File: config.mk
export PLATFORM = sky130hd
export DESIGN_NAME = nmea_gga_sentence_parser_flat
export DESIGN_NICKNAME = d
export VERILOG_FILES = /design/src/sv/ngga_pkg.sv /design/src/sv/ngga_in_if.sv /design/src/sv/ngga_out_if.sv /design/src/sv/nmea_gga_sentence_parser.sv /design/src/flat_wrapper.sv
export SDC_FILE = /design/constraint.sdc
export NUM_CORES = 2
export LEC_CHECK = 0
export ABC_AREA = 1
export CORE_MARGIN = 1
export CORE_UTILIZATION = 65
export CTS_CLUSTER_SIZE = 20
export DETAILED_ROUTE_END_ITERATION = 8
export DONT_BUFFER_PORTS = 1
export PLACE_DENSITY_LB_ADDON = 0.12
export SLEW_MARGIN = 5
export SYNTH_ARGS = -nofsm -noshare
export SYNTH_HDL_FRONTEND = slang
export SYNTH_SLANG_ARGS = --single-unit
File: constraint.sdc
create_clock -name clk -period 14.68 [get_ports clk]
set_clock_uncertainty 0.05 [all_clocks]
set_input_delay 2.202 -clock clk [delete_from_list [all_inputs] [get_ports clk]]
set_output_delay 2.202 -clock clk [all_outputs]
set_load 0.02 [all_outputs]
File: src/sv/ngga_pkg.sv
`timescale 1ns / 1ps
`default_nettype none

package ngga_pkg;

    // Defaults for the top level parameters
    localparam int MAX_SENTENCE_DEF    = 128;
    localparam int FRACTION_DIGITS_DEF = 5;

    // Field widths on the channels
    localparam int RX_W   = 8;
    localparam int TIME_W = 7;
    localparam int LAT_W  = 31;
    localparam int LON_W  = 32;
    localparam int ALT_W  = 28;
    localparam int SAT_W  = 7;

    // ASCII codes
    localparam logic [7:0] CH_DOLLAR = 8'h24;
    localparam logic [7:0] CH_CR     = 8'h0D;
    localparam logic [7:0] CH_COMMA  = 8'h2C;
    localparam logic [7:0] CH_DOT    = 8'h2E;
    localparam logic [7:0] CH_MINUS  = 8'h2D;
    localparam logic [7:0] CH_ZERO   = 8'h30;
    localparam logic [7:0] CH_ONE    = 8'h31;
    localparam logic [7:0] CH_TWO    = 8'h32;
    localparam logic [7:0] CH_NINE   = 8'h39;
    localparam logic [7:0] CH_G      = 8'h47;
    localparam logic [7:0] CH_A      = 8'h41;
    localparam logic [7:0] CH_N      = 8'h4E;
    localparam logic [7:0] CH_S      = 8'h53;
    localparam logic [7:0] CH_E      = 8'h45;
    localparam logic [7:0] CH_W      = 8'h57;

    // Comma-separated field numbers of a GGA sentence
    localparam logic [4:0] FLD_TIME = 5'd1;
    localparam logic [4:0] FLD_LAT  = 5'd2;
    localparam logic [4:0] FLD_NS   = 5'd3;
    localparam logic [4:0] FLD_LON  = 5'd4;
    localparam logic [4:0] FLD_EW   = 5'd5;
    localparam logic [4:0] FLD_QUAL = 5'd6;
    localparam logic [4:0] FLD_SATS = 5'd7;
    localparam logic [4:0] FLD_ALT  = 5'd9;
    localparam logic [4:0] FLD_LAST = 5'd31;

    // Header byte positions ('$' is position 0)
    localparam logic [7:0] POS_HDR_G1 = 8'd3;
    localparam logic [7:0] POS_HDR_G2 = 8'd4;
    localparam logic [7:0] POS_HDR_A  = 8'd5;

    // Hemisphere codes, two bits per axis
    localparam logic [1:0] HEM_UNKNOWN = 2'd0;
    localparam logic [1:0] HEM_POS     = 2'd1;
    localparam logic [1:0] HEM_NEG     = 2'd2;

    localparam logic [19:0] INT_LIMIT     = 20'd999999;
    localparam logic [26:0] ALT_POS_LIMIT = 27'd99999999;
    localparam logic [26:0] ALT_NEG_LIMIT = 27'd1000000;
    localparam logic [37:0] LAT_LIMIT     = 38'd900000000;
    localparam logic [37:0] LON_LIMIT     = 38'd1800000000;
    localparam logic [23:0] E7            = 24'd10000000;
    localparam logic [2:0]  TIME_DIGITS   = 3'd6;
    localparam logic [2:0]  COUNT_MAX     = 3'd7;
    localparam logic [2:0]  ALT_FRAC_MAX  = 3'd2;

    // Reciprocals: floor(x/100) = (x*R100)>>27 for x < 2^20,
    // floor(y/60) = (y*R60)>>37 for y < 2^30
    localparam logic [20:0] RECIP100 = 21'd1342178;
    localparam logic [31:0] RECIP60  = 32'd2290649225;

    typedef enum logic [2:0] {
        CONV_IDLE,
        CONV_DEG,
        CONV_SPLIT,
        CONV_SUM,
        CONV_DIV,
        CONV_OUT
    } conv_state_t;

    function automatic logic [23:0] pow10(input logic [2:0] n);
        logic [23:0] r;
        unique case (n)
            3'd0:    r = 24'd1;
            3'd1:    r = 24'd10;
            3'd2:    r = 24'd100;
            3'd3:    r = 24'd1000;
            3'd4:    r = 24'd10000;
            3'd5:    r = 24'd100000;
            3'd6:    r = 24'd1000000;
            default: r = 24'd10000000;
        endcase
        return r;
    endfunction

endpackage

`default_nettype wire

File: src/sv/ngga_in_if.sv
`timescale 1ns / 1ps
`default_nettype none

interface ngga_in_if;
    import ngga_pkg::*;

    logic            valid;
    logic            ready;
    logic [RX_W-1:0] rx_byte;

    modport source (output valid, output rx_byte, input ready);
    modport sink   (input valid, input rx_byte, output ready);
endinterface

`default_nettype wire

File: src/sv/ngga_out_if.sv
`timescale 1ns / 1ps
`default_nettype none

interface ngga_out_if;
    import ngga_pkg::*;

    logic                    valid;
    logic                    ready;
    logic                    fix_valid;
    logic [TIME_W-1:0]       utc_hours;
    logic [TIME_W-1:0]       utc_minutes;
    logic [TIME_W-1:0]       utc_seconds;
    logic signed [LAT_W-1:0] latitude_e7;
    logic signed [LON_W-1:0] longitude_e7;
    logic signed [ALT_W-1:0] altitude_cm;
    logic [SAT_W-1:0]        satellites;

    modport source (output valid, output fix_valid, output utc_hours, output utc_minutes,
                    output utc_seconds, output latitude_e7, output longitude_e7,
                    output altitude_cm, output satellites, input ready);
    modport sink   (input valid, input fix_valid, input utc_hours, input utc_minutes,
                    input utc_seconds, input latitude_e7, input longitude_e7,
                    input altitude_cm, input satellites, output ready);
endinterface

`default_nettype wire

File: src/sv/nmea_gga_sentence_parser.sv
`timescale 1ns / 1ps
`default_nettype none

// NMEA 0183 GGA parser. One ASCII byte per request on in_ch, one request per clock
// cycle sustained. Bytes outside a sentence are dropped; '$' opens (or reopens) a
// sentence, and a carriage return closing a GGA sentence yields one request on out_ch
// carrying time, latitude/longitude in degrees x1e7, altitude in cm and satellite
// count (all zero with fix_valid low unless the quality field reads '1' or '2').
// The result is registered at the end of the coordinate conversion, which
// runs through a five-step sequencer (split off degrees, scale minutes,
// divide by 60 with a reciprocal multiply, saturate and sign). Bytes keep flowing
// during the conversion; in_ch.ready drops only while a finished result is held
// back by out_ch and the output register is still full.
module nmea_gga_sentence_parser
    import ngga_pkg::*;
#(
    parameter int MAX_SENTENCE    = MAX_SENTENCE_DEF,
    parameter int FRACTION_DIGITS = FRACTION_DIGITS_DEF
)
(
    input  logic       clk,
    input  logic       rst_n,
    ngga_in_if.sink    in_ch,
    ngga_out_if.source out_ch
);

    localparam int          FRAC_W      = $clog2(10 ** FRACTION_DIGITS);
    localparam int          FRAC_SCALE  = 10 ** (7 - FRACTION_DIGITS);
    localparam logic [7:0]  POS_LIMIT   = 8'(MAX_SENTENCE);
    localparam logic [2:0]  FRAC_DIGITS = 3'(FRACTION_DIGITS);

    // ---------------------------------------------------------------
    // Sentence scanner state
    // ---------------------------------------------------------------
    logic              in_sentence_reg, in_sentence_next;
    logic [7:0]        byte_pos_reg, byte_pos_next;
    logic [4:0]        field_reg, field_next;
    logic [2:0]        header_reg, header_next;
    logic [23:0]       time_reg, time_next;          // six BCD digits
    logic [19:0]       ip_reg [2];                   // lane 0 latitude, lane 1 longitude
    logic [19:0]       ip_next [2];
    logic [FRAC_W-1:0] fp_reg [2];
    logic [FRAC_W-1:0] fp_next [2];
    logic [2:0]        count_reg, count_next;
    logic              in_frac_reg, in_frac_next;
    logic [3:0]        hem_reg, hem_next;
    logic [7:0]        quality_reg, quality_next;
    logic [6:0]        sat_reg, sat_next;
    logic [26:0]       alt_reg, alt_next;
    logic              alt_neg_reg, alt_neg_next;

    logic              accept;
    logic              launch;
    logic [7:0]        c;
    logic              is_digit;
    logic [3:0]        d;
    logic              lane;
    logic [23:0]       ip_mac;
    logic [FRAC_W+3:0] fp_mac;
    logic [47:0]       fp_pad;
    logic [10:0]       sat_mac;
    logic [30:0]       alt_mac;

    assign accept   = in_ch.valid && in_ch.ready;
    assign c        = in_ch.rx_byte;
    assign is_digit = (c >= CH_ZERO) && (c <= CH_NINE);
    assign d        = 4'(c - CH_ZERO);
    assign lane     = (field_reg == FLD_LON);
    assign ip_mac   = 24'(ip_reg[lane]) * 24'd10 + 24'(d);
    assign fp_mac   = (FRAC_W+4)'(fp_reg[lane]) * (FRAC_W+4)'(10) + (FRAC_W+4)'(d);
    assign fp_pad   = 48'(fp_reg[lane]) * 48'(pow10(FRAC_DIGITS - count_reg));
    assign sat_mac  = 11'(sat_reg) * 11'd10 + 11'(d);

    always_comb
    begin
        if (!in_frac_reg)
        begin
            alt_mac = 31'(alt_reg) * 31'd10 + 31'(d) * 31'd100;
        end
        else if (count_reg == 3'd0)
        begin
            alt_mac = 31'(alt_reg) + 31'(d) * 31'd10;
        end
        else
        begin
            alt_mac = 31'(alt_reg) + 31'(d);
        end
    end

    always_comb
    begin
        in_sentence_next = in_sentence_reg;
        byte_pos_next    = byte_pos_reg;
        field_next       = field_reg;
        header_next      = header_reg;
        time_next        = time_reg;
        ip_next          = ip_reg;
        fp_next          = fp_reg;
        count_next       = count_reg;
        in_frac_next     = in_frac_reg;
        hem_next         = hem_reg;
        quality_next     = quality_reg;
        sat_next         = sat_reg;
        alt_next         = alt_reg;
        alt_neg_next     = alt_neg_reg;
        launch           = 1'b0;

        if (accept)
        begin
            if (c == CH_DOLLAR)
            begin
                in_sentence_next = 1'b1;
                byte_pos_next    = 8'd1;
                field_next       = '0;
                header_next      = '0;
                time_next        = '0;
                ip_next[0]       = '0;
                ip_next[1]       = '0;
                fp_next[0]       = '0;
                fp_next[1]       = '0;
                count_next       = '0;
                in_frac_next     = 1'b0;
                hem_next         = '0;
                quality_next     = CH_ZERO;
                sat_next         = '0;
                alt_next         = '0;
                alt_neg_next     = 1'b0;
            end
            else if (in_sentence_reg)
            begin
                if (c == CH_CR)
                begin
                    in_sentence_next = 1'b0;
                    launch           = (header_reg == 3'b111);
                end
                else if (byte_pos_reg >= POS_LIMIT)
                begin
                    in_sentence_next = 1'b0;   // over-long sentence dropped
                end
                else
                begin
                    if (byte_pos_reg == POS_HDR_G1 && c == CH_G) header_next[0] = 1'b1;
                    if (byte_pos_reg == POS_HDR_G2 && c == CH_G) header_next[1] = 1'b1;
                    if (byte_pos_reg == POS_HDR_A  && c == CH_A) header_next[2] = 1'b1;
                    byte_pos_next = byte_pos_reg + 8'd1;

                    if (c == CH_COMMA)
                    begin
                        if (field_reg == FLD_LAT || field_reg == FLD_LON)
                        begin
                            fp_next[lane] = FRAC_W'(fp_pad);
                        end
                        if (field_reg < FLD_LAST) field_next = field_reg + 5'd1;
                        count_next   = '0;
                        in_frac_next = 1'b0;
                    end
                    else
                    begin
                        unique case (field_reg)
                            FLD_TIME:
                            begin
                                if (is_digit && !in_frac_reg && count_reg < TIME_DIGITS)
                                begin
                                    for (int k = 0; k < 6; k++)
                                    begin
                                        if (count_reg == 3'(k)) time_next[20-4*k +: 4] = d;
                                    end
                                    count_next = count_reg + 3'd1;
                                end
                                else if (c == CH_DOT) in_frac_next = 1'b1;
                            end
                            FLD_LAT, FLD_LON:
                            begin
                                if (is_digit)
                                begin
                                    if (!in_frac_reg)
                                    begin
                                        ip_next[lane] = (ip_mac > 24'(INT_LIMIT)) ?
                                                        INT_LIMIT : 20'(ip_mac);
                                    end
                                    else if (count_reg < FRAC_DIGITS)
                                    begin
                                        fp_next[lane] = FRAC_W'(fp_mac);
                                        count_next    = count_reg + 3'd1;
                                    end
                                end
                                else if (c == CH_DOT) in_frac_next = 1'b1;
                            end
                            FLD_NS, FLD_EW, FLD_QUAL:
                            begin
                                if (count_reg == 3'd0)
                                begin
                                    if (field_reg == FLD_NS)
                                    begin
                                        hem_next[1:0] = (c == CH_N) ? HEM_POS :
                                                        (c == CH_S) ? HEM_NEG : HEM_UNKNOWN;
                                    end
                                    else if (field_reg == FLD_EW)
                                    begin
                                        hem_next[3:2] = (c == CH_E) ? HEM_POS :
                                                        (c == CH_W) ? HEM_NEG : HEM_UNKNOWN;
                                    end
                                    else
                                    begin
                                        quality_next = c;
                                    end
                                end
                                if (count_reg < COUNT_MAX) count_next = count_reg + 3'd1;
                            end
                            FLD_SATS:
                            begin
                                if (is_digit && !in_frac_reg)
                                begin
                                    sat_next = (sat_mac > 11'd99) ? 7'd99 : 7'(sat_mac);
                                end
                                else if (c == CH_DOT) in_frac_next = 1'b1;
                            end
                            FLD_ALT:
                            begin
                                if (is_digit)
                                begin
                                    if (!in_frac_reg || count_reg < ALT_FRAC_MAX)
                                    begin
                                        alt_next = (alt_mac > 31'(ALT_POS_LIMIT)) ?
                                                   ALT_POS_LIMIT : 27'(alt_mac);
                                    end
                                    if (in_frac_reg && count_reg < ALT_FRAC_MAX)
                                    begin
                                        count_next = count_reg + 3'd1;
                                    end
                                end
                                else if (c == CH_DOT) in_frac_next = 1'b1;
                                else if (c == CH_MINUS && !in_frac_reg) alt_neg_next = 1'b1;
                            end
                            default:
                            begin
                            end
                        endcase
                    end
                end
            end
        end
    end

    always_ff @(posedge clk or negedge rst_n)
    begin
        if (!rst_n)
        begin
            in_sentence_reg <= 1'b0;
            byte_pos_reg    <= '0;
            field_reg       <= '0;
            header_reg      <= '0;
            time_reg        <= '0;
            ip_reg[0]       <= '0;
            ip_reg[1]       <= '0;
            fp_reg[0]       <= '0;
            fp_reg[1]       <= '0;
            count_reg       <= '0;
            in_frac_reg     <= 1'b0;
            hem_reg         <= '0;
            quality_reg     <= CH_ZERO;
            sat_reg         <= '0;
            alt_reg         <= '0;
            alt_neg_reg     <= 1'b0;
        end
        else
        begin
            in_sentence_reg <= in_sentence_next;
            byte_pos_reg    <= byte_pos_next;
            field_reg       <= field_next;
            header_reg      <= header_next;
            time_reg        <= time_next;
            ip_reg          <= ip_next;
            fp_reg          <= fp_next;
            count_reg       <= count_next;
            in_frac_reg     <= in_frac_next;
            hem_reg         <= hem_next;
            quality_reg     <= quality_next;
            sat_reg         <= sat_next;
            alt_reg         <= alt_next;
            alt_neg_reg     <= alt_neg_next;
        end
    end

    // ---------------------------------------------------------------
    // Conversion sequencer; the snapshot taken at the carriage return
    // leaves the scanner free for the next sentence
    // ---------------------------------------------------------------
    conv_state_t       state_reg, state_next;
    logic              done;

    logic              cv_fix_reg;
    logic [TIME_W-1:0] cv_hours_reg, cv_minutes_reg, cv_seconds_reg;
    logic [ALT_W-1:0]  cv_alt_reg;
    logic [SAT_W-1:0]  cv_sat_reg;
    logic [3:0]        cv_hem_reg;
    logic [19:0]       cv_ip_reg [2];
    logic [FRAC_W-1:0] cv_fp_reg [2];
    logic [13:0]       cv_deg_reg [2];
    logic [6:0]        cv_mm_reg [2];
    logic [36:0]       cv_dege7_reg [2];
    logic [29:0]       cv_y_reg [2];
    logic [24:0]       cv_q_reg [2];

    logic [ALT_W-1:0]  snap_alt;
    logic [26:0]       alt_clip;
    logic [40:0]       deg_prod [2];
    logic [19:0]       mm_full [2];
    logic [61:0]       q_prod [2];
    logic [37:0]       sum [2];
    logic [31:0]       mag [2];
    logic [31:0]       coord [2];
    logic [1:0]        hem_lane [2];

    logic signed [31:0] last_reg [2];

    logic              out_valid_reg;
    logic              out_fix_reg;
    logic [TIME_W-1:0] out_hours_reg, out_minutes_reg, out_seconds_reg;
    logic [LAT_W-1:0]  out_lat_reg;
    logic [LON_W-1:0]  out_lon_reg;
    logic [ALT_W-1:0]  out_alt_reg;
    logic [SAT_W-1:0]  out_sat_reg;

    assign alt_clip = (alt_reg > ALT_NEG_LIMIT) ? ALT_NEG_LIMIT : alt_reg;
    assign snap_alt = alt_neg_reg ? -ALT_W'(alt_clip) : ALT_W'(alt_reg);
    assign hem_lane[0] = cv_hem_reg[1:0];
    assign hem_lane[1] = cv_hem_reg[3:2];

    always_comb
    begin
        for (int i = 0; i < 2; i++)
        begin
            deg_prod[i] = 41'(cv_ip_reg[i]) * 41'(RECIP100);
            mm_full[i]  = cv_ip_reg[i] - 20'(cv_deg_reg[i]) * 20'd100;
            q_prod[i]   = 62'(cv_y_reg[i]) * 62'(RECIP60);
            sum[i]      = 38'(cv_dege7_reg[i]) + 38'(cv_q_reg[i]);
            if (i == 0)
            begin
                mag[i] = (sum[i] > LAT_LIMIT) ? 32'(LAT_LIMIT) : 32'(sum[i]);
            end
            else
            begin
                mag[i] = (sum[i] > LON_LIMIT) ? 32'(LON_LIMIT) : 32'(sum[i]);
            end
            if (!cv_fix_reg)
            begin
                coord[i] = '0;
            end
            else if (hem_lane[i] == HEM_POS)
            begin
                coord[i] = mag[i];
            end
            else if (hem_lane[i] == HEM_NEG)
            begin
                coord[i] = -mag[i];
            end
            else
            begin
                coord[i] = last_reg[i];   // unknown hemisphere repeats the last coordinate output
            end
        end
    end

    assign done = (state_reg == CONV_OUT) && (!out_valid_reg || out_ch.ready);

    always_comb
    begin
        state_next = state_reg;
        unique case (state_reg)
            CONV_IDLE:  if (launch) state_next = CONV_DEG;
            CONV_DEG:   state_next = CONV_SPLIT;
            CONV_SPLIT: state_next = CONV_SUM;
            CONV_SUM:   state_next = CONV_DIV;
            CONV_DIV:   state_next = CONV_OUT;
            CONV_OUT:   if (done) state_next = launch ? CONV_DEG : CONV_IDLE;
            default:    state_next = CONV_IDLE;
        endcase
    end

    // Input stalls only when a finished result cannot leave
    always_comb
    begin
        in_ch.ready = !((state_reg == CONV_OUT) && out_valid_reg && !out_ch.ready);
    end

    always_ff @(posedge clk or negedge rst_n)
    begin
        if (!rst_n)
        begin
            state_reg     <= CONV_IDLE;
            out_valid_reg <= 1'b0;
            last_reg[0]   <= '0;
            last_reg[1]   <= '0;
        end
        else
        begin
            state_reg <= state_next;
            if (done)
            begin
                out_valid_reg <= 1'b1;
                last_reg[0]   <= coord[0];
                last_reg[1]   <= coord[1];
            end
            else if (out_ch.ready)
            begin
                out_valid_reg <= 1'b0;
            end
        end
    end

    always_ff @(posedge clk)
    begin
        if (launch)
        begin
            cv_fix_reg     <= (quality_reg == CH_ONE) || (quality_reg == CH_TWO);
            cv_hours_reg   <= TIME_W'(time_reg[23:20]) * TIME_W'(10) + TIME_W'(time_reg[19:16]);
            cv_minutes_reg <= TIME_W'(time_reg[15:12]) * TIME_W'(10) + TIME_W'(time_reg[11:8]);
            cv_seconds_reg <= TIME_W'(time_reg[7:4]) * TIME_W'(10) + TIME_W'(time_reg[3:0]);
            cv_alt_reg     <= snap_alt;
            cv_sat_reg     <= sat_reg;
            cv_hem_reg     <= hem_reg;
            cv_ip_reg      <= ip_reg;
            cv_fp_reg      <= fp_reg;
        end
        for (int i = 0; i < 2; i++)
        begin
            if (state_reg == CONV_DEG)
            begin
                cv_deg_reg[i] <= deg_prod[i][40:27];
            end
            if (state_reg == CONV_SPLIT)
            begin
                cv_mm_reg[i]    <= 7'(mm_full[i]);
                cv_dege7_reg[i] <= 37'(cv_deg_reg[i]) * 37'(E7);
            end
            if (state_reg == CONV_SUM)
            begin
                cv_y_reg[i] <= 30'(cv_mm_reg[i]) * 30'(E7) + 30'(cv_fp_reg[i]) * 30'(FRAC_SCALE);
            end
            if (state_reg == CONV_DIV)
            begin
                cv_q_reg[i] <= q_prod[i][61:37];
            end
        end
        if (done)
        begin
            out_fix_reg     <= cv_fix_reg;
            out_hours_reg   <= cv_fix_reg ? cv_hours_reg : '0;
            out_minutes_reg <= cv_fix_reg ? cv_minutes_reg : '0;
            out_seconds_reg <= cv_fix_reg ? cv_seconds_reg : '0;
            out_lat_reg     <= coord[0][LAT_W-1:0];
            out_lon_reg     <= coord[1];
            out_alt_reg     <= cv_fix_reg ? cv_alt_reg : '0;
            out_sat_reg     <= cv_fix_reg ? cv_sat_reg : '0;
        end
    end

    assign out_ch.valid        = out_valid_reg;
    assign out_ch.fix_valid    = out_fix_reg;
    assign out_ch.utc_hours    = out_hours_reg;
    assign out_ch.utc_minutes  = out_minutes_reg;
    assign out_ch.utc_seconds  = out_seconds_reg;
    assign out_ch.latitude_e7  = out_lat_reg;
    assign out_ch.longitude_e7 = out_lon_reg;
    assign out_ch.altitude_cm  = out_alt_reg;
    assign out_ch.satellites   = out_sat_reg;

endmodule

`default_nettype wire
File: src/flat_wrapper.sv
// flat-port wrapper written by rule: the top's interface ports become plain ports
module nmea_gga_sentence_parser_flat import ngga_pkg::*;
#(
    parameter int MAX_SENTENCE    = MAX_SENTENCE_DEF,
    parameter int FRACTION_DIGITS = FRACTION_DIGITS_DEF
)
  (clk, rst_n, in_ch_valid, in_ch_rx_byte, in_ch_ready, out_ch_valid, out_ch_fix_valid, out_ch_utc_hours, out_ch_utc_minutes, out_ch_utc_seconds, out_ch_latitude_e7, out_ch_longitude_e7, out_ch_altitude_cm, out_ch_satellites, out_ch_ready);
  ngga_in_if in_ch_i ();
  ngga_out_if out_ch_i ();
  input  logic clk;
  input  logic rst_n;
  input wire logic [$bits(in_ch_i.valid)-1:0] in_ch_valid;
  input wire logic [$bits(in_ch_i.rx_byte)-1:0] in_ch_rx_byte;
  output wire logic [$bits(in_ch_i.ready)-1:0] in_ch_ready;
  output wire logic [$bits(out_ch_i.valid)-1:0] out_ch_valid;
  output wire logic [$bits(out_ch_i.fix_valid)-1:0] out_ch_fix_valid;
  output wire logic [$bits(out_ch_i.utc_hours)-1:0] out_ch_utc_hours;
  output wire logic [$bits(out_ch_i.utc_minutes)-1:0] out_ch_utc_minutes;
  output wire logic [$bits(out_ch_i.utc_seconds)-1:0] out_ch_utc_seconds;
  output wire logic [$bits(out_ch_i.latitude_e7)-1:0] out_ch_latitude_e7;
  output wire logic [$bits(out_ch_i.longitude_e7)-1:0] out_ch_longitude_e7;
  output wire logic [$bits(out_ch_i.altitude_cm)-1:0] out_ch_altitude_cm;
  output wire logic [$bits(out_ch_i.satellites)-1:0] out_ch_satellites;
  input wire logic [$bits(out_ch_i.ready)-1:0] out_ch_ready;
  assign in_ch_i.valid = in_ch_valid;
  assign in_ch_i.rx_byte = in_ch_rx_byte;
  assign in_ch_ready = in_ch_i.ready;
  assign out_ch_valid = out_ch_i.valid;
  assign out_ch_fix_valid = out_ch_i.fix_valid;
  assign out_ch_utc_hours = out_ch_i.utc_hours;
  assign out_ch_utc_minutes = out_ch_i.utc_minutes;
  assign out_ch_utc_seconds = out_ch_i.utc_seconds;
  assign out_ch_latitude_e7 = out_ch_i.latitude_e7;
  assign out_ch_longitude_e7 = out_ch_i.longitude_e7;
  assign out_ch_altitude_cm = out_ch_i.altitude_cm;
  assign out_ch_satellites = out_ch_i.satellites;
  assign out_ch_i.ready = out_ch_ready;
  nmea_gga_sentence_parser #(.MAX_SENTENCE(MAX_SENTENCE), .FRACTION_DIGITS(FRACTION_DIGITS)) u_core (.clk(clk), .rst_n(rst_n), .in_ch(in_ch_i), .out_ch(out_ch_i));
endmodule
# Yosys cells after proc, flatten, opt, wreduce, memory -nomap -nowiden
# Memory sizes are Yosys's and may differ from the RTL's.
# Index checks and enable logic that the tools add are counted.
op_classes:
  n_addsub: 23
  multipliers: 22
  div_mod_pow: 0
  magnitude_cmp: 16
  n_eq_ne: 66
  shift: 0
  n_mux: 169
  bitwise: 1
  n_reduce_logical: 80
ops:
  columns: ["op", "count"]
  rows:
  - ["2-to-1 mux 34 bit", 10]
  - ["2-to-1 mux 40 bit", 8]
  - ["2-to-1 mux 27 bit", 11]
  - ["2-to-1 mux 31 bit", 6]
  - ["2-to-1 mux 24 bit", 7]
  - ["one-hot mux 24 bit (7 select lines)", 1]
  - ["2-to-1 mux 32 bit", 4]
  - ["multiplier 30 x 32 -> 62 bit (second input constant)", 2]
  - ["2-to-1 mux 8 bit", 13]
  - ["2-to-1 mux 20 bit", 5]
  - ["multiplier 20 x 20 -> 40 bit (second input constant)", 2]
  - ["AND reduction 8 bit", 10]
  - ["adder 37 x 25 -> 38 bit", 2]
  - ["bitwise mux 34 bit", 2]
  - ["2-to-1 mux 17 bit", 4]
  - ["adder 30 x 24 -> 30 bit", 2]
  - ["multiplier 14 x 17 -> 30 bit (second input constant)", 2]
  - ["2-to-1 mux 7 bit", 8]
  - ["2-to-1 mux 3 bit", 18]
  - ["2-to-1 mux 4 bit", 13]
  - ["nonzero test 2 bit", 25]
  - ["== test 8 x 6 -> 1 bit (second input constant)", 6]
  - ["== test 8 x 7 -> 1 bit (second input constant)", 6]
  - ["multiplier 7 x 17 -> 23 bit (second input constant)", 2]
  - ["84 further kinds", 208]
word_totals:
  reg_bits: 488
  latch_bits: 0
  ramBits: 212
  romBits: 0
  word_cells: 430
  mem_count: 5
mem_list:
  columns: ["memory", "depth", "word_bits", "rd", "rd_ports_with_merged_regs", "wr", "line", "source"]
  rows:
  - ["u_core.cv_dege7_reg", 2, 30, 2, 0, 2, "nmea_gga_sentence_parser.sv:301", "logic [36:0] cv_dege7_reg [2];"]
  - ["u_core.cv_y_reg", 2, 30, 2, 0, 2, "nmea_gga_sentence_parser.sv:302", "logic [29:0] cv_y_reg [2];"]
  - ["u_core.cv_q_reg", 2, 25, 2, 0, 2, "nmea_gga_sentence_parser.sv:303", "logic [24:0] cv_q_reg [2];"]
  - ["u_core.cv_deg_reg", 2, 14, 2, 0, 2, "nmea_gga_sentence_parser.sv:299", "logic [13:0] cv_deg_reg [2];"]
  - ["u_core.cv_mm_reg", 2, 7, 2, 0, 2, "nmea_gga_sentence_parser.sv:300", "logic [6:0] cv_mm_reg [2];"]

# Depth between registers and ports, before layout
logic_depth:
  depth_word: 18
  depth_mapped: 35

# Worst setup path before layout
# OpenSTA, ideal clock, no wires.
synth_timing:
  kind: "in2reg"
  start: "input port in_ch_rx_byte[1]"
  end: "register u_core.state_reg[0]"
  setup_ns: 0.065
  t_arrival_ns: 13.200
  t_required_ns: 14.565
  setup_slack_ns: 1.366
  stages: 9
  path_buffers: 0
  cell_sequence: "inv_1 ha_1 nand2_1 nor4_1 inv_1 nor3_1 inv_1 o21ai_0 a31o_2"
synth_between:
  elab_chain_cells: 8
  elab_cells_between_ends: 11
  classes_between: "eq/ne: 3; mux: 7; reduce/logical: 1"
synth_lines:
  columns: ["element", "line", "source"]
  rows:
  - ["from (decl)", "flat_wrapper.sv:13", "input wire logic [$bits(in_ch_i.rx_byte)-1:0] in_ch_rx_byte;"]
  - ["== test 8 x 4 -> 1 bit", "nmea_gga_sentence_parser.sv:131", "if (c == CH_CR)"]
  - ["2-to-1 mux 1 bit", "nmea_gga_sentence_parser.sv:131", null]
  - ["2-to-1 mux 1 bit", "nmea_gga_sentence_parser.sv:129", "else if (in_sentence_reg)"]
  - ["2-to-1 mux 1 bit (*)", "nmea_gga_sentence_parser.sv:110", "if (c == CH_DOLLAR)"]
  - ["2-to-1 mux 1 bit (*)", "nmea_gga_sentence_parser.sv:108", "if (accept)"]
  - ["via u_core.launch", "nmea_gga_sentence_parser.sv:53", "logic launch;"]
  - ["2-to-1 mux 1 bit", "nmea_gga_sentence_parser.sv:376", "CONV_OUT: if (done) state_next = launch ? CONV_DEG : CONV_IDLE;"]
  - ["2-to-1 mux 3 bit", "nmea_gga_sentence_parser.sv:376", null]
  - ["one-hot mux 3 bit (6 select lines)", "nmea_gga_sentence_parser.sv:370", "unique case (state_reg)"]
  - ["to (signal assigned)", "nmea_gga_sentence_parser.sv:398", "state_reg <= state_next;"]
  - ["to (decl)", "nmea_gga_sentence_parser.sv:289", "conv_state_t state_reg, state_next;"]
# Mark *: on every way through the listed nets, which the timed path passes. The rest lies on a longest branch. The select of a mux whose other input is x is not followed.
# A chain may end at the register's enable or synchronous reset.

# Worst setup path in the final report
layout_timing:
  start: "register u_core.count_reg[1]"
  end: "register u_core.fp_reg[16] in the netlist's numbering"
layout_between:
  elab_chain_cells: 11
  elab_cells_between_ends: 20
  classes_between: "add/sub: 1; mul: 1; order compare: 1; eq/ne: 6; mux: 8; reduce/logical: 3"
layout_lines:
  columns: ["element", "line", "source"]
  rows:
  - ["from (decl)", "nmea_gga_sentence_parser.sv:44", "logic [2:0] count_reg, count_next;"]
  - ["from (signal assigned)", "nmea_gga_sentence_parser.sv:275", "count_reg <= count_next;"]
  - ["subtractor 3 bit", "nmea_gga_sentence_parser.sv:71", "assign fp_pad = 48'(fp_reg[lane]) * 48'(pow10(FRAC_DIGITS - count_reg));"]
  - ["== test 3 bit, or another cell as far along", "ngga_pkg.sv:82", "unique case (n)"]
  - ["one-hot mux 24 bit (7 select lines)", "ngga_pkg.sv:82", null]
  - ["multiplier 17 x 24 -> 17 bit", "nmea_gga_sentence_parser.sv:71", null]
  - ["bitwise mux 34 bit", "nmea_gga_sentence_parser.sv:151", "fp_next[lane] = FRAC_W'(fp_pad);"]
  - ["2-to-1 mux 34 bit", "nmea_gga_sentence_parser.sv:149", "if (field_reg == FLD_LAT || field_reg == FLD_LON)"]
  - ["2-to-1 mux 34 bit", "nmea_gga_sentence_parser.sv:147", "if (c == CH_COMMA)"]
  - ["2-to-1 mux 34 bit", "nmea_gga_sentence_parser.sv:136", "else if (byte_pos_reg >= POS_LIMIT)"]
  - ["2-to-1 mux 34 bit", "nmea_gga_sentence_parser.sv:131", null]
  - ["2-to-1 mux 34 bit", "nmea_gga_sentence_parser.sv:129", null]
  - ["2-to-1 mux 34 bit", "nmea_gga_sentence_parser.sv:110", null]
  - ["to (signal assigned)", "nmea_gga_sentence_parser.sv:274", "fp_reg <= fp_next;"]
  - ["to (decl)", "nmea_gga_sentence_parser.sv:42", "logic [FRAC_W-1:0] fp_reg [2];"]
# Several ways; a longest one is shown, not always the timed one. The select of a mux whose other input is x is not followed.

==> load_flow_metrics.sql <==
INSERT INTO impl_metrics (metric_group, metric, value, unit) VALUES
('placement', 'routabilityCongestion', '0.956', ''),
('synth', 'netlist_top_cells_area', 'ha_1 (24%), fa_1 (17%), edfxtp_1 (15%), inv_1 (9.0%), nand2_1 (8.2%)', ''),
('global_route', 'maximum_number_of_pins_on_one_net_before_global_route_repair', '234', ''),
('placement', 'dpl_hpwl', '201', 'mm'),
('timing', 'tightestPinTransition', '1.15', 'ns'),
('clocking', 'cts_root_buf', 'clkbuf_16', ''),
('timing', 'finalHoldWorstSlack', '0.405', 'ns'),
('routing', 'routed_wirelength', '243', 'mm'),
('finish', 'post_route_cells_drive_above_1_share', '2.48', '%'),
('synth', 'mean_instance_size_in_the_synthesized_netlist', '8.52', 'µm²'),
('finish', 'areaGrowthSynthToFinish', '5.20', '%'),
('timing', 'final_period_minus_worst_setup_slack', '7.58', 'ns'),
('worst_setup_path', 'critical_path_class', 'flip-flop to flip-flop', ''),
('synth', 'yosysUniqueCellTypes', '79', ''),
('timing', 'grt_setup_unrepaired', 'no', ''),
('global_route', 'met1_usage', '45.6', '%'),
('synth', 'ys.flop_type', 'edfxtp_1', ''),
('global_route', 'gr-usage-met2', '57.6', '%'),
('global_route', 'globalRoute.busiestLayer', 'met2', ''),
('synth', 'number_of_nets_produced_by_synthesis', '13300', ''),
('clocking', 'cts_tree', 'done', ''),
('synth', 'synthCells', '10800', ''),
('synth', 'synth_enable_flop_cells', '463', ''),
('timing', 'layout_worst_path_cycle_share', '51.6', '%'),
('clocking', 'clock_transition_at_path_regs', '0.07', 'ns'),
('global_route', 'grt_pass1_vias', '73800', ''),
('finish', 'seqCellArea', '0.0197', 'mm²'),
('global_route', 'number_of_antenna_violations_at_the_first_check_in_global_routing', '3', ''),
('finish', 'multi_input_area', '0.0634', 'mm²'),
('clocking', 'number_of_buffers_created_by_cts', '81', ''),
('floorplan', 'design.core.area', '0.140', 'mm²'),
('finish', 'antenna-diode-count', '0', ''),
('routing', 'detailroute.via_count', '72700', ''),
('worst_setup_path', 'critical_path.max_stage_delay', '0.54', 'ns'),
('floorplan', 'die-height', '378', 'µm'),
('clocking', 'post-cts-setup-buffer-count', '0', ''),
('clocking', 'numClockSinks', '696', ''),
('timing', 'timing.slew.headroom', '22.4', '%'),
('synth', 'synth_most_common_cell', 'inv_1', ''),
('timing', 'setup_total_negative_slack', '0', 'ns'),
('finish', 'largest_register_ff_count', '63', ''),
('finish', 'nFillCells', '11200', ''),
('floorplan', 'die_width', '378', 'µm'),
('clocking', 'h_tree_lvls', '3', ''),
('timing', 'max_freq', '132', 'MHz'),
('worst_setup_path', 'worst_ep_arrival_time', '8.10', 'ns'),
('worst_setup_path', 'endpoint_kind', 'flip-flop', ''),
('synth', 'seq_area_frac_synth', '21.5', '%'),
('synth', 'synth_seq_cells', '696', ''),
('timing', 'finalMaxSlewViolations', '0', ''),
('worst_setup_path', 'critical_path.max_fanout', '12', ''),
('synth', 'synth.cell_area', '0.0920', 'mm²'),
('synth', 'synth.yosys.warnings', '0', ''),
('floorplan', 'rows', '137', ''),
('run_status', 'run_status', 'finished clean', ''),
('clocking', 'clock_tree.buffer_depth', '3', ''),
('run', 'max_cap_violations', '0', ''),
('floorplan', 'die_area', '0.143', 'mm²'),
('routing', 'number_of_remaining_drc_errors', '0', ''),
('timing', 'final_hold_viol_count', '0', ''),
('worst_setup_path', 'cp.required', '15.21', 'ns'),
('worst_setup_path', 'critPathMostFrequentCell', 'inv_1', ''),
('routing', 'first_pass_iters', '6', ''),
('floorplan', 'top_level_ports', '134', ''),
('routing', 'antenna_left', '0', ''),
('clocking', 'ctsHoldBuffers', '0', ''),
('min_path', 'hold_path_class', 'flip-flop to flip-flop', ''),
('floorplan', 'floorplan.initialDensity', '65.7', '%'),
('global_route', 'grt_first_pass_wirelength', '388', 'mm'),
('clocking', 'post_cts_resized', '0', ''),
('global_route', 'gr-total-overflow', '0', '');
==> stage by stage <==
stage | area (µm²) | utilization [%] | std cells | setup slack [ns]
CTS | 96800 | 69.2 | 12700 | 7.10
finish | 96800 | 69.2 | 12700 | 7.10
floorplan | 92000 | - | 10800 | 1.37
global placement | 94100 | 67.2 | 12600 | 7.16
global route | 96800 | 69.2 | 12700 | 6.43
detailed placement | 94100 | 67.2 | 12600 | 7.19
==> critical path, delay by kind of cell, from the launching register on <==
kind / cells / cell delay (ns)
buffers and inverters: 7 / 0.63
adder cells (fa/ha/maj): 8 / 3.62
AO/OA/AOI/OAI: 9 / 1.71
AND/OR/NAND/NOR: 7 / 0.90
flip-flops: 1 / 0.48
==> cell type report <==
class / count / area share (%)
clock inverter: 42 / 0.520
timing repair buffer: 30 / 0.233
sequential: 696 / 20.4
clock buffer: 108 / 2.26
multi-input combinational: 7740 / 65.5
inverter: 2233 / 8.66
tap: 1876 / 2.43
==> placed cells by master, fill, tap and decap left out, types with 8 or more instances in the layout <==
| cell | instances |
|---|---|
| inv_1 | 2215 |
| nand2_1 | 2011 |
| ha_1 | 1756 |
| fa_1 | 777 |
| nor2_1 | 632 |
| a21oi_1 | 547 |
| edfxtp_1 | 463 |
| o21ai_0 | 412 |
| nand3_1 | 399 |
| xor2_1 | 306 |
| dfrtp_1 | 231 |
| nand4_1 | 153 |
| xnor2_1 | 131 |
| nor3_1 | 100 |
| clkbuf_16 | 83 |
| a31oi_1 | 47 |
| o31ai_1 | 35 |
| nor4_1 | 34 |
| o221ai_1 | 34 |
| buf_4 | 30 |
| o21ai_1 | 29 |
| o21bai_1 | 29 |
| or2_2 | 28 |
| nand3b_1 | 28 |
| a21o_1 | 27 |
| o21a_1 | 27 |
| clkbuf_1 | 23 |
| nor2_2 | 20 |
| a211oi_1 | 16 |
| o211ai_1 | 16 |
| clkinv_1 | 16 |
| a21boi_0 | 12 |
| nand2_2 | 11 |
| and3_1 | 10 |
| and2_1 | 10 |
| nor2_4 | 8 |
==> logic make-up (layout without fill, tap and decap cells) <==
group	count (synthesis)	after routing	share of synthesized area, %
simple gates	3472	3472	15.9
fa+ha+maj	2533	2533	40.8
buf+inv	2355	2413	9.69
compound gates	1296	1296	7.99
flops	696	696	21.5
xor+xnor	438	438	4.18
mux	1	1	0.0109
==> worst paths after layout <==
check / from / end / slack (ns) / depth (start not counted)
worst max-delay path: u_core.count_reg[1]$_DFFE_PN0P_ / u_core.fp_reg[16]$_DFFE_PN0P_ / 7.10 / 31
worst min-delay path: u_core.time_reg[16]$_DFFE_PN0P_ / u_core.cv_hours_reg[0]$_DFFE_PP_ / 0.41 / 0
worst max register to register: u_core.count_reg[1]$_DFFE_PN0P_ / u_core.fp_reg[16]$_DFFE_PN0P_ / 7.10 / 31
worst min register to register: u_core.time_reg[16]$_DFFE_PN0P_ / u_core.cv_hours_reg[0]$_DFFE_PP_ / 0.41 / 0
max in group asynchronous: rst_n / u_core.fp_reg[15]$_DFFE_PN0P_ / 12.59 / 0
min in group asynchronous: rst_n / u_core.last_reg[48]$_DFFE_PN0P_ / 1.14 / 0
==> per-layer routing <==
metal / vias up / routed length [µm]
met2: 2127 / 113000
li1: 35000 / -
met3: 461 / 14900
met4: 0 / 10000
met5: - / 0
met1: 35000 / 105000
Power is not shown: default switching activity piles up to over one toggle a cycle in this logic, so the estimate is an artifact.
